### config.mk
export PLATFORM = sky130hd
export DESIGN_NAME = life_generation_torus_flat
export DESIGN_NICKNAME = d
export VERILOG_FILES = /design/src/hw/rtl/lgt_pkg.sv /design/src/hw/rtl/lgt_in_if.sv /design/src/hw/rtl/lgt_out_if.sv /design/src/hw/rtl/lgt_row_unit.sv /design/src/hw/rtl/life_generation_torus.sv /design/src/flat_wrapper.sv
export SDC_FILE = /design/constraint.sdc
export NUM_CORES = 1
export LEC_CHECK = 0
export BUFFER_PORTS_ARGS = -buffer_cell sky130_fd_sc_hd__buf_4
export CORE_ASPECT_RATIO = 1.2
export CORE_MARGIN = 5
export CORE_UTILIZATION = 40
export CTS_CLUSTER_SIZE = 30
export DETAILED_ROUTE_END_ITERATION = 16
export SYNTH_ARGS = -nofsm -noshare
export SYNTH_HDL_FRONTEND = slang
export SYNTH_SLANG_ARGS = --single-unit
### constraint.sdc
create_clock -name clk -period 4.73 [get_ports clk]
set_input_delay 0.7095 -clock clk [delete_from_list [all_inputs] [get_ports clk]]
set_output_delay 0.7095 -clock clk [all_outputs]
set_load 0.02 [all_outputs]
### src/hw/rtl/lgt_pkg.sv
// Shared types and constants for the toroidal life generation block.
`timescale 1ns / 1ps

package lgt_pkg;

    // Default grid size.
    localparam int GRID_ROWS_DEF = 8;
    localparam int GRID_COLS_DEF = 8;

    // Fixed payload field widths.
    localparam int OPCODE_W  = 2;
    localparam int ROW_IDX_W = 3;
    localparam int CELLS_W   = 8;

    // Neighbor counts of the rules: birth on three, survival also on two.
    localparam logic [3:0] BIRTH_COUNT   = 4'd3;
    localparam logic [3:0] SURVIVE_COUNT = 4'd2;

    // Command codes; code 3 is unused and ignored.
    typedef enum logic [OPCODE_W-1:0] {
        OP_LOAD = 2'd0,
        OP_STEP = 2'd1,
        OP_SHOW = 2'd2
    } opcode_t;

endpackage

### src/hw/rtl/lgt_in_if.sv
// Command channel: valid/ready handshake carrying one command per transfer.
`timescale 1ns / 1ps

interface lgt_in_if;
    import lgt_pkg::*;

    logic                 valid;
    logic                 ready;
    logic [OPCODE_W-1:0]  opcode;
    logic [ROW_IDX_W-1:0] row_index;
    logic [CELLS_W-1:0]   row_bits;

    modport source (output valid, output opcode, output row_index, output row_bits,
                    input ready);
    modport sink   (input valid, input opcode, input row_index, input row_bits,
                    output ready);
    modport mon    (input valid, input ready, input opcode, input row_index,
                    input row_bits);
endinterface

### src/hw/rtl/lgt_out_if.sv
// Result channel: valid/ready handshake carrying one grid row per transfer.
`timescale 1ns / 1ps

interface lgt_out_if;
    import lgt_pkg::*;

    logic                 valid;
    logic                 ready;
    logic [ROW_IDX_W-1:0] out_row;
    logic [CELLS_W-1:0]   out_cells;
    logic                 last_row;
    logic                 stable;

    modport source (output valid, output out_row, output out_cells, output last_row,
                    output stable, input ready);
    modport sink   (input valid, input out_row, input out_cells, input last_row,
                    input stable, output ready);
    modport mon    (input valid, input ready, input out_row, input out_cells,
                    input last_row, input stable);
endinterface

### src/hw/rtl/lgt_row_unit.sv
// Shared row unit: next generation of one row from the row and its two neighbors.
`timescale 1ns / 1ps

module lgt_row_unit #(
    parameter int COLS = lgt_pkg::GRID_COLS_DEF
) (
    input  logic [COLS-1:0] up_row,
    input  logic [COLS-1:0] cur_row,
    input  logic [COLS-1:0] dn_row,
    output logic [COLS-1:0] new_row
);
    import lgt_pkg::*;

    logic [3:0] live_cnt [COLS];

    // Each column counts its eight neighbors with wrap-around at the row ends.
    always_comb
    begin
        for (int c = 0; c < COLS; c++)
        begin
            live_cnt[c] = 4'(up_row[(c + COLS - 1) % COLS]) + 4'(up_row[c])
                        + 4'(up_row[(c + 1) % COLS])
                        + 4'(cur_row[(c + COLS - 1) % COLS]) + 4'(cur_row[(c + 1) % COLS])
                        + 4'(dn_row[(c + COLS - 1) % COLS]) + 4'(dn_row[c])
                        + 4'(dn_row[(c + 1) % COLS]);
            new_row[c] = (live_cnt[c] == BIRTH_COUNT)
                       | (cur_row[c] & (live_cnt[c] == SURVIVE_COUNT));
        end
    end

endmodule

### src/hw/rtl/life_generation_torus.sv
// Top level of the toroidal life generation block: grid storage and sequencer.
`timescale 1ns / 1ps

// Holds a GRID_ROWS x GRID_COLS grid of cells with wrap-around edges. A load produces no
// output. A step runs the single row unit once per row while the grid rotates past it,
// commits the new generation in S_COMMIT, then emits one row per cycle whenever the
// output register is free. A show emits the grid the same way; output stalls hold the
// emission back. Ready is low while a step or show runs; the last row may still sit in
// the output register when the next command is taken. Every step reports on all its
// rows whether the new grid equals the previous one.
module life_generation_torus #(
    parameter int GRID_ROWS = lgt_pkg::GRID_ROWS_DEF,
    parameter int GRID_COLS = lgt_pkg::GRID_COLS_DEF
) (
    input  logic      clk,
    input  logic      rst_n,
    lgt_in_if.sink    in_ch,
    lgt_out_if.source out_ch
);
    import lgt_pkg::*;

    localparam int IDX_W   = $clog2(GRID_ROWS);
    localparam int RIDX_W  = IDX_W + ROW_IDX_W;
    localparam int CEXT_W  = GRID_COLS + CELLS_W;
    localparam logic [IDX_W-1:0] LAST_IDX = IDX_W'(GRID_ROWS - 1);

    typedef enum logic [1:0] {
        S_IDLE,
        S_CALC,
        S_COMMIT,
        S_EMIT
    } state_t;

    typedef logic [GRID_COLS-1:0] row_t;

    state_t               state_reg, state_next;
    row_t                 grid_reg [GRID_ROWS];
    row_t                 grid_next [GRID_ROWS];
    row_t                 gen_reg [GRID_ROWS];
    row_t                 gen_next [GRID_ROWS];
    logic [IDX_W-1:0]     cnt_reg, cnt_next;
    logic                 same_reg, same_next;
    logic                 out_valid_reg, out_valid_next;
    logic [ROW_IDX_W-1:0] out_row_reg, out_row_next;
    logic [CELLS_W-1:0]   out_cells_reg, out_cells_next;
    logic                 last_reg, last_next;
    logic                 stable_reg, stable_next;

    row_t                 calc_row;
    row_t                 load_row;
    logic [RIDX_W-1:0]    cnt_ext;
    logic [RIDX_W-1:0]    idx_ext;
    logic [CEXT_W-1:0]    cells_ext;
    logic [CEXT_W-1:0]    load_ext;
    logic                 in_xfer;
    logic                 emit_slot;

    // The row under work always sits at position 0; its neighbors at position 1 and at the last position.
    lgt_row_unit #(
        .COLS (GRID_COLS)
    ) u_row_unit (
        .up_row  (grid_reg[GRID_ROWS-1]),
        .cur_row (grid_reg[0]),
        .dn_row  (grid_reg[1]),
        .new_row (calc_row)
    );

    // Width adaptation between the grid size and the fixed payload fields.
    assign cnt_ext   = {{ROW_IDX_W{1'b0}}, cnt_reg};
    assign idx_ext   = {{IDX_W{1'b0}}, in_ch.row_index};
    assign cells_ext = {{CELLS_W{1'b0}}, grid_reg[0]};
    assign load_ext  = {{GRID_COLS{1'b0}}, in_ch.row_bits};
    assign load_row  = load_ext[GRID_COLS-1:0];

    assign in_ch.ready = (state_reg == S_IDLE);
    assign in_xfer     = in_ch.valid & in_ch.ready;
    assign emit_slot   = !out_valid_reg || out_ch.ready;

    assign out_ch.valid     = out_valid_reg;
    assign out_ch.out_row   = out_row_reg;
    assign out_ch.out_cells = out_cells_reg;
    assign out_ch.last_row  = last_reg;
    assign out_ch.stable    = stable_reg;

    // Sequencer next-state logic.
    always_comb
    begin
        state_next     = state_reg;
        grid_next      = grid_reg;
        gen_next       = gen_reg;
        cnt_next       = cnt_reg;
        same_next      = same_reg;
        out_valid_next = out_valid_reg;
        out_row_next   = out_row_reg;
        out_cells_next = out_cells_reg;
        last_next      = last_reg;
        stable_next    = stable_reg;

        if (out_valid_reg && out_ch.ready)
        begin
            out_valid_next = 1'b0;
        end

        unique case (state_reg)
            S_IDLE:
            begin
                if (in_xfer)
                begin
                    unique case (in_ch.opcode)
                        OP_LOAD:
                        begin
                            if (idx_ext < RIDX_W'(GRID_ROWS))
                            begin
                                grid_next[idx_ext[IDX_W-1:0]] = load_row;
                            end
                        end
                        OP_STEP:
                        begin
                            cnt_next   = '0;
                            same_next  = 1'b1;
                            state_next = S_CALC;
                        end
                        OP_SHOW:
                        begin
                            cnt_next   = '0;
                            same_next  = 1'b0;
                            state_next = S_EMIT;
                        end
                        default:
                        begin
                            state_next = S_IDLE;
                        end
                    endcase
                end
            end

            S_CALC:
            begin
                // New rows shift into the generation line; the grid rotates by one row.
                for (int i = 0; i < GRID_ROWS - 1; i++)
                begin
                    gen_next[i] = gen_reg[i + 1];
                end
                gen_next[GRID_ROWS-1] = calc_row;
                for (int i = 0; i < GRID_ROWS; i++)
                begin
                    grid_next[i] = grid_reg[(i + 1) % GRID_ROWS];
                end
                if (calc_row != grid_reg[0])
                begin
                    same_next = 1'b0;
                end
                if (cnt_reg == LAST_IDX)
                begin
                    cnt_next   = '0;
                    state_next = S_COMMIT;
                end
                else
                begin
                    cnt_next = cnt_reg + IDX_W'(1);
                end
            end

            S_COMMIT:
            begin
                grid_next  = gen_reg;
                state_next = S_EMIT;
            end

            S_EMIT:
            begin
                // One row goes to the output register whenever it is free.
                if (emit_slot)
                begin
                    out_valid_next = 1'b1;
                    out_row_next   = cnt_ext[ROW_IDX_W-1:0];
                    out_cells_next = cells_ext[CELLS_W-1:0];
                    last_next      = (cnt_reg == LAST_IDX);
                    stable_next    = same_reg;
                    for (int i = 0; i < GRID_ROWS; i++)
                    begin
                        grid_next[i] = grid_reg[(i + 1) % GRID_ROWS];
                    end
                    if (cnt_reg == LAST_IDX)
                    begin
                        cnt_next   = '0;
                        state_next = S_IDLE;
                    end
                    else
                    begin
                        cnt_next = cnt_reg + IDX_W'(1);
                    end
                end
            end

            default:
            begin
                state_next = S_IDLE;
            end
        endcase
    end

    // State, grid and output registers.
    always_ff @(posedge clk or negedge rst_n)
    begin
        if (!rst_n)
        begin
            state_reg     <= S_IDLE;
            cnt_reg       <= '0;
            same_reg      <= 1'b0;
            out_valid_reg <= 1'b0;
            out_row_reg   <= '0;
            out_cells_reg <= '0;
            last_reg      <= 1'b0;
            stable_reg    <= 1'b0;
            for (int i = 0; i < GRID_ROWS; i++)
            begin
                grid_reg[i] <= '0;
            end
        end
        else
        begin
            state_reg     <= state_next;
            cnt_reg       <= cnt_next;
            same_reg      <= same_next;
            out_valid_reg <= out_valid_next;
            out_row_reg   <= out_row_next;
            out_cells_reg <= out_cells_next;
            last_reg      <= last_next;
            stable_reg    <= stable_next;
            grid_reg      <= grid_next;
        end
    end

    // The generation line is always written before it is read.
    always_ff @(posedge clk)
    begin
        gen_reg <= gen_next;
    end

endmodule

### src/flat_wrapper.sv
// flat-port wrapper written by rule: the top's interface ports become plain ports
module life_generation_torus_flat import lgt_pkg::*;
#(
    parameter int GRID_ROWS = lgt_pkg::GRID_ROWS_DEF,
    parameter int GRID_COLS = lgt_pkg::GRID_COLS_DEF
)
  (clk, rst_n, in_ch_valid, in_ch_opcode, in_ch_row_index, in_ch_row_bits, in_ch_ready, out_ch_valid, out_ch_out_row, out_ch_out_cells, out_ch_last_row, out_ch_stable, out_ch_ready);
  lgt_in_if in_ch_i ();
  lgt_out_if out_ch_i ();
  input  logic clk;
  input  logic rst_n;
  input wire logic [$bits(in_ch_i.valid)-1:0] in_ch_valid;
  input wire logic [$bits(in_ch_i.opcode)-1:0] in_ch_opcode;
  input wire logic [$bits(in_ch_i.row_index)-1:0] in_ch_row_index;
  input wire logic [$bits(in_ch_i.row_bits)-1:0] in_ch_row_bits;
  output wire logic [$bits(in_ch_i.ready)-1:0] in_ch_ready;
  output wire logic [$bits(out_ch_i.valid)-1:0] out_ch_valid;
  output wire logic [$bits(out_ch_i.out_row)-1:0] out_ch_out_row;
  output wire logic [$bits(out_ch_i.out_cells)-1:0] out_ch_out_cells;
  output wire logic [$bits(out_ch_i.last_row)-1:0] out_ch_last_row;
  output wire logic [$bits(out_ch_i.stable)-1:0] out_ch_stable;
  input wire logic [$bits(out_ch_i.ready)-1:0] out_ch_ready;
  assign in_ch_i.valid = in_ch_valid;
  assign in_ch_i.opcode = in_ch_opcode;
  assign in_ch_i.row_index = in_ch_row_index;
  assign in_ch_i.row_bits = in_ch_row_bits;
  assign in_ch_ready = in_ch_i.ready;
  assign out_ch_valid = out_ch_i.valid;
  assign out_ch_out_row = out_ch_i.out_row;
  assign out_ch_out_cells = out_ch_i.out_cells;
  assign out_ch_last_row = out_ch_i.last_row;
  assign out_ch_stable = out_ch_i.stable;
  assign out_ch_i.ready = out_ch_ready;
  life_generation_torus #(.GRID_ROWS(GRID_ROWS), .GRID_COLS(GRID_COLS)) u_core (.clk(clk), .rst_n(rst_n), .in_ch(in_ch_i), .out_ch(out_ch_i));
endmodule
---- After elaboration in Yosys (flattened, before gate mapping) ----
Index checks and enable logic that the tools add are counted.
word-level totals
  memories ................................ 0
  input bits .............................. 17
  logic and storage cells ................. 175
  bits in latches ......................... 0
  memory bits (read-only) ................. 0
  output and inout port bits .............. 15
  RAM bits ................................ 0
  register bits after elaboration ......... 148
cells by class
  multiply operators ...................... 0
  $add $sub $neg .......................... 57
  multiplexer cells ....................... 26
  reduce and logical (&&, ||, !) cells .... 14
  shifts and indexed selects .............. 0
  divide/modulo/power cells ............... 0
  $lt $le $gt $ge ......................... 3
  equal/unequal tests ..................... 33
  bitwise logic cells ..................... 18
operators with widths
  cell                                                    number
  two-way mux 64 bit                                      4
  case mux 64 bit (4 select lines)                        1
  adder 4 x 1 -> 4 bit                                    34
  bitwise mux 64 bit                                      1
  equality test 4 x 2 -> 1 bit (second input constant)    16
  adder 3 x 1 -> 4 bit                                    7
  demux 8 bit (select 3 bit)                              1
  adder 2 x 1 -> 3 bit                                    7
  adder 1 x 1 -> 2 bit                                    8
  two-way mux 3 bit                                       4
  AND reduction 4 bit                                     3
  inequality test 2 bit (second input constant)           5
  AND 1 bit                                               9
  case mux 3 bit (3 select lines)                         1
  two-way mux 2 bit                                       4
  two-way mux 8 bit                                       1
  inequality test 2 x 1 -> 1 bit (second input constant)  4
  inequality test 8 bit                                   1
  bitwise OR 1 bit                                        8
  case mux 2 bit (4 select lines)                         1
  equality test 2 bit (second input constant)             3
  case mux 2 bit (3 select lines)                         1
  two-way mux 1 bit                                       5
  AND reduction 5 bit                                     1
  other kinds (17)                                        21

---- Depth between registers and ports, before layout ----
  word-level depth ........................ 13
  mapped depth ............................ 13

---- Hierarchy ----
Synthesis repeated with hierarchy kept, for this count alone.
second synthesis, totals
  cell total of the unflattened synthesis .. 696
  area total of the unflattened synthesis .. 8077.7 µm²
by module, submodules not included
  module                 cells an instance  area an instance (µm²)  instances
  life_generation_torus  545                6721.4                  1
  lgt_row_unit           151                1356.3                  1

---- Least setup slack after synthesis ----
Ideal clock, no wire load.
  path kind ............................... reg-to-reg
  start ................................... register with a tool-made name
  end ..................................... register u_core.same_reg
  path buffers ............................ 0
  period minus slack after synthesis ...... 3638 ps
  slack ................................... 1092 ps
  cell stages (with the launch flop) ...... 13
  arrival time ............................ 3537 ps
  data required time ...................... 4629 ps
  library setup time ...................... 101 ps
  cell sequence ........................... dfrtp_1 > inv_1 > fa_1 > fa_1 > fa_1 > inv_1 > ha_1 > fa_1 > and4b_1 > a22oi_1 > mux2i_1 > nand4_1 > o311ai_2
RTL lines
  what                  RTL line                      RTL
  to (signal assigned)  life_generation_torus.sv:225  same_reg <= same_next;
  to (decl)             life_generation_torus.sv:42   logic same_reg, same_next;

==> impl_table.tex <==
\begin{tabular}{lr}
\hline
Metric & Value \\
\hline
\multicolumn{2}{l}{\textbf{Timing}} \\
\quad Slew of the pin with the lowest slew margin & 1.04 ns \\
\quad Worst slew slack as a fraction of its limit & a little under a third \\
\quad Shortest period the worst path allows & 4.20 ns \\
\quad Final critical-path share of the clock period & between 80 and 90\% \\
\quad Setup slack of the critical path after layout & approximately 0.53 ns \\
\quad Max Slew Vio Count & 0 \\
\quad Final number of hold-violating endpoints & 0 \\
\quad Total of endpoints with negative setup slack in the final report & 0 \\
\quad Highest clock frequency the design can meet & 238 MHz \\
\quad RSZ-0062 raised after global routing & false \\
\quad Setup skew after layout & 0.00737 ns \\
\quad Setup tns final & 0 ns \\
\multicolumn{2}{l}{\textbf{Clock tree}} \\
\quad Clock edge transition at the registers on the reported setup and hold paths & around 0.060 ns \\
\quad Clock buffers created by TritonCTS & 17 \\
\quad Insertion delay of the later-clocked pin in the worst-skew pair & about 0.43 ns \\
\quad \# hold bufs at CTS & 0 \\
\quad Num Clock Sinks & 148 \\
\quad CTS max path bufs & 2 \\
\quad Postcts setup bufs & 0 \\
\quad CTS H-tree lvls & 4 \\
\quad Post-cts resize count & 0 \\
\quad Root buffer selected by CTS & clkbuf\_16 \\
\quad Clock tree from TritonCTS & yes \\
\multicolumn{2}{l}{\textbf{Synth}} \\
\quad Share of the synthesized area in compound gates (AO/OA/AOI/OAI) & between 20\% and 30\% \\
\quad Combinational family with the most area after synthesis & compound AO/OA/AOI/OAI gates \\
\quad Summed instance area of the synthesized netlist & a little over 8000 um\^{}2 \\
\quad Main flop type after synthesis & dfrtp\_1 \\
\quad Fraction of post-synthesis cell area in the top cell type by area & roughly 25\% \\
\quad Share of synthesized registers carrying an async set or reset & a little under three fifths \\
\quad Post-synthesis share of cell area spent on full adders, half adders and majority gates & about an eighth \\
\quad Synthesized flop and latch total & about 150 \\
\quad Synthesis Warnings & 0 \\
\quad Number of flops mapped to enable cells by yosys & 64 \\
\quad Unique masters post-synth & 46 \\
\quad Simple-gate portion of the synthesized area & a little under 9\% \\
\quad Biggest area contributors in the synthesized netlist & dfrtp\_1, edfxtp\_1, fa\_1, o22ai\_1, ha\_1 \\
\quad Sequential area share after synthesis & approximately 48\% \\
\quad Number of standard cells after synthesis & $\sim$760 \\
\quad Share of synthesized area spent on multiplexers & around 1.4\% \\
\quad Mapped Avg Cell Area & about 11 um\^{}2 \\
\quad Share of the synthesized netlist area taken by xor and xnor gates & 0\% \\
\quad Cell taking the most area after synthesis & dfrtp\_1 \\
\quad Synth Net Count & roughly 840 \\
\multicolumn{2}{l}{\textbf{Worst setup path}} \\
\quad Critical Path Sink Type & register \\
\quad Crit path max-delay cell type & fa\_1 \\
\quad Start-to-end type of the worst setup path & register to register \\
\quad Delay of the slowest cell on the worst path & 0.60 ns \\
\quad Cell breakdown of the critical path & inv\_1 -> fa\_1 -> fa\_1 -> fa\_1 -> inv\_1 -> ha\_1 -> fa\_1 -> and4b\_1 -> a22oi\_1 -> mux2i\_1 -> nand4\_1 -> o311ai\_2 \\
\quad Most numerous cell on the critical path & fa\_1 \\
\quad Crit path max fanout & 5 \\
\quad Arrival @ worst endpoint & between 4 and 5 ns \\
\quad Worst endpoint required time & 5.06 ns \\
\quad CP Buf/Inv Count & 2 \\
\quad Nature of the critical path startpoint & register \\
\quad CP delay by family, top & adder cells \\
\multicolumn{2}{l}{\textbf{Finish}} \\
\quad Filler Cells Inserted & around 1900 \\
\quad Post-route core utilization & between 40\% and 50\% \\
\quad Syn-to-layout area delta & 12.5\% \\
\quad Total number of nets in the final design & between 800 and 900 \\
\quad Final non-filler cell total & 1041 \\
\quad Fraction of final layout cells with drive strength greater than 1 & between 10\% and 20\% \\
\quad Area taken by flip-flops and latches & roughly 4000 um\^{}2 \\
\quad Inserted Diodes & 0 \\
\quad Area of combinational cells with multiple inputs & 3780 um\^{}2 \\
\multicolumn{2}{l}{\textbf{GRT}} \\
\quad First-pass GRT wire length & between 30000 and 40000 um \\
\quad Grt met3 use & under 10\% \\
\quad Grt met2 use & between 30\% and 40\% \\
\quad Met1 demand-to-capacity share in global routing & 27.0\% \\
\quad Layer with the highest usage & met2 \\
\quad Remaining global-route overflow & 0 \\
\quad Via count of the first global-routing pass & between 6000 and 7000 \\
\quad Number of antenna violations at the first check in global routing & 0 \\
\quad Largest net degree at the start of global routing & 82 \\
\quad GRT Overall Usage & roughly 20\% \\
\multicolumn{2}{l}{\textbf{Place}} \\
\quad Setup slack after placement & approximately 0.53 ns \\
\quad Cell Count Post-Placement & 1009 \\
\quad Number of port buffers & 31 \\
\quad Placed wire-length estimate & approximately 16000 um \\
\quad Placer congestion estimate & between 0.9 and 1 \\
\multicolumn{2}{l}{\textbf{Floorplanning}} \\
\quad Horizontal die dimension & between 100 and 150 um \\
\quad Die area & 23800 um\^{}2 \\
\quad Standard-cell row count & 57 \\
\quad I/O pin total & 32 \\
\quad Starting density of the core & approximately 41\% \\
\quad Floorplan Core Area & a little over 20000 um\^{}2 \\
\quad DIE HEIGHT & around 170 um \\
\multicolumn{2}{l}{\textbf{Job}} \\
\quad Max cap viols & 0 \\
\multicolumn{2}{l}{\textbf{Outcome}} \\
\quad Run status & finished, final reports clean \\
\multicolumn{2}{l}{\textbf{Route}} \\
\quad Total DRC errors in the routed layout & 0 \\
\quad Remaining antenna violation count & 0 \\
\quad WL/cell & about 22 um \\
\quad Total via count after detailed routing & $\sim$6400 \\
\quad DRC violation total after the first TritonRoute iteration & about 650 \\
\quad Pre-antenna DRT Iters & 5 \\
\quad Routed vias/inst & $\sim$6 \\
\quad Overall routed net length & 23100 um \\
\multicolumn{2}{l}{\textbf{Min path}} \\
\quad Hold WC Path Type & primary input to asynchronous set/reset pin \\
\hline
\end{tabular}
-- cell usage after synthesis, types with 3 or more instances --
| master | number |
|---|---|
| o22ai_1 | 86 |
| dfrtp_1 | 84 |
| edfxtp_1 | 64 |
| inv_1 | 64 |
| o21ai_0 | 64 |
| a21oi_1 | 53 |
| nand2_1 | 49 |
| nor2_1 | 41 |
| ha_1 | 34 |
| clkbuf_1 | 32 |
| fa_1 | 32 |
| a221o_1 | 25 |
| a221oi_1 | 16 |
| a221oi_2 | 16 |
| buf_4 | 9 |
| buf_2 | 7 |
| mux2i_1 | 7 |
| nand2_2 | 6 |
| a22oi_1 | 5 |
| and4b_1 | 5 |
| buf_6 | 5 |
| nand3b_1 | 5 |
| nor2b_1 | 5 |
| mux2_2 | 4 |
| nand2b_1 | 4 |
| and3_1 | 3 |
| nand4_1 | 3 |
| nor3b_2 | 3 |
-- layout make-up --
cell class / count / share of cell area (%)
sequential: 148 / 43.1
multi-input combinational: 489 / 40.5
clock buffer: 22 / 4.97
tap: 265 / 3.55
timing repair buffer: 43 / 3.46
inverter: 64 / 2.57
clock inverter: 10 / 1.92
-- cell families after synthesis --
family          Yosys count
compound gates          270
fa+ha+maj                66
buf+inv                 119
flops                   148
mux                      11
simple gates            142
-- placed cells by master (no fill, tap or decap), drive strengths merged --
cell,n
mux2i,7
dfrtp,84
nor3,3
o22ai,86
nor2b,5
and3b,2
mux2,4
a221oi,32
buf,43
and4b,5
edfxtp,64
o211a,1
nand3b,5
nor3b,4
or3b,1
o2111ai,1
nor2,41
clkinv,5
or2,2
a22oi,5
and3,3
o311ai,1
nand4,3
nand2b,5
nand3,2
a32oi,1
fa,32
bufinv,5
nand4b,1
nor4b,1
clkbuf,22
a221o,25
nand2,57
a21oi,53
o21ai,64
inv,64
ha,34
a21boi,1
and2,2
-- metal layers --
metal | part of all wire [%] | vias to the layer above
li1 | - | 2823
met1 | 43 | 3219
met2 | 48 | 259
met3 | 5.5 | 51
met4 | 3.8 | 0
met5 | 0 | -
-- worst paths after layout --
| kind | startpoint | slack (ns) | depth (start not counted) | end |
|---|---|---|---|---|
| worst min-delay path | rst_n | 0.26 | 1 | u_core.out_ch.out_cells[0] |
| min in group clk | u_core.gen_reg[30] | 0.45 | 0 | u_core.gen_reg[38] |
| worst max register to register | register | 0.53 | 12 | u_core.same_reg |
| worst max-delay path | register | 0.53 | 12 | u_core.same_reg |
| worst min register to register | u_core.gen_reg[30] | 0.45 | 0 | u_core.gen_reg[38] |
| max in group asynchronous | rst_n | 3.39 | 2 | asynchronous set/reset pin |
-- stage by stage --
step                cell area [um^2]  hold WS [ns]
floorplan                       8310         0.414
global placement                8700         0.431
detailed placement              8700         0.437
CTS                             9340         0.279
global route                    9340         0.301
finish                          9340         0.263
-- worst register-to-register path: cells and delay by family (launching register included) --
family	cells	cell delay, ns
AND/OR/NAND/NOR	2	0.39
multiplexers	1	0.28
AO/OA/AOI/OAI	2	0.50
flip-flops	1	0.47
adder cells (fa/ha/maj)	5	2.21
buffers and inverters	2	0.27
Power is not shown: default switching activity piles up to over one toggle a cycle in this logic, so the estimate is an artifact.
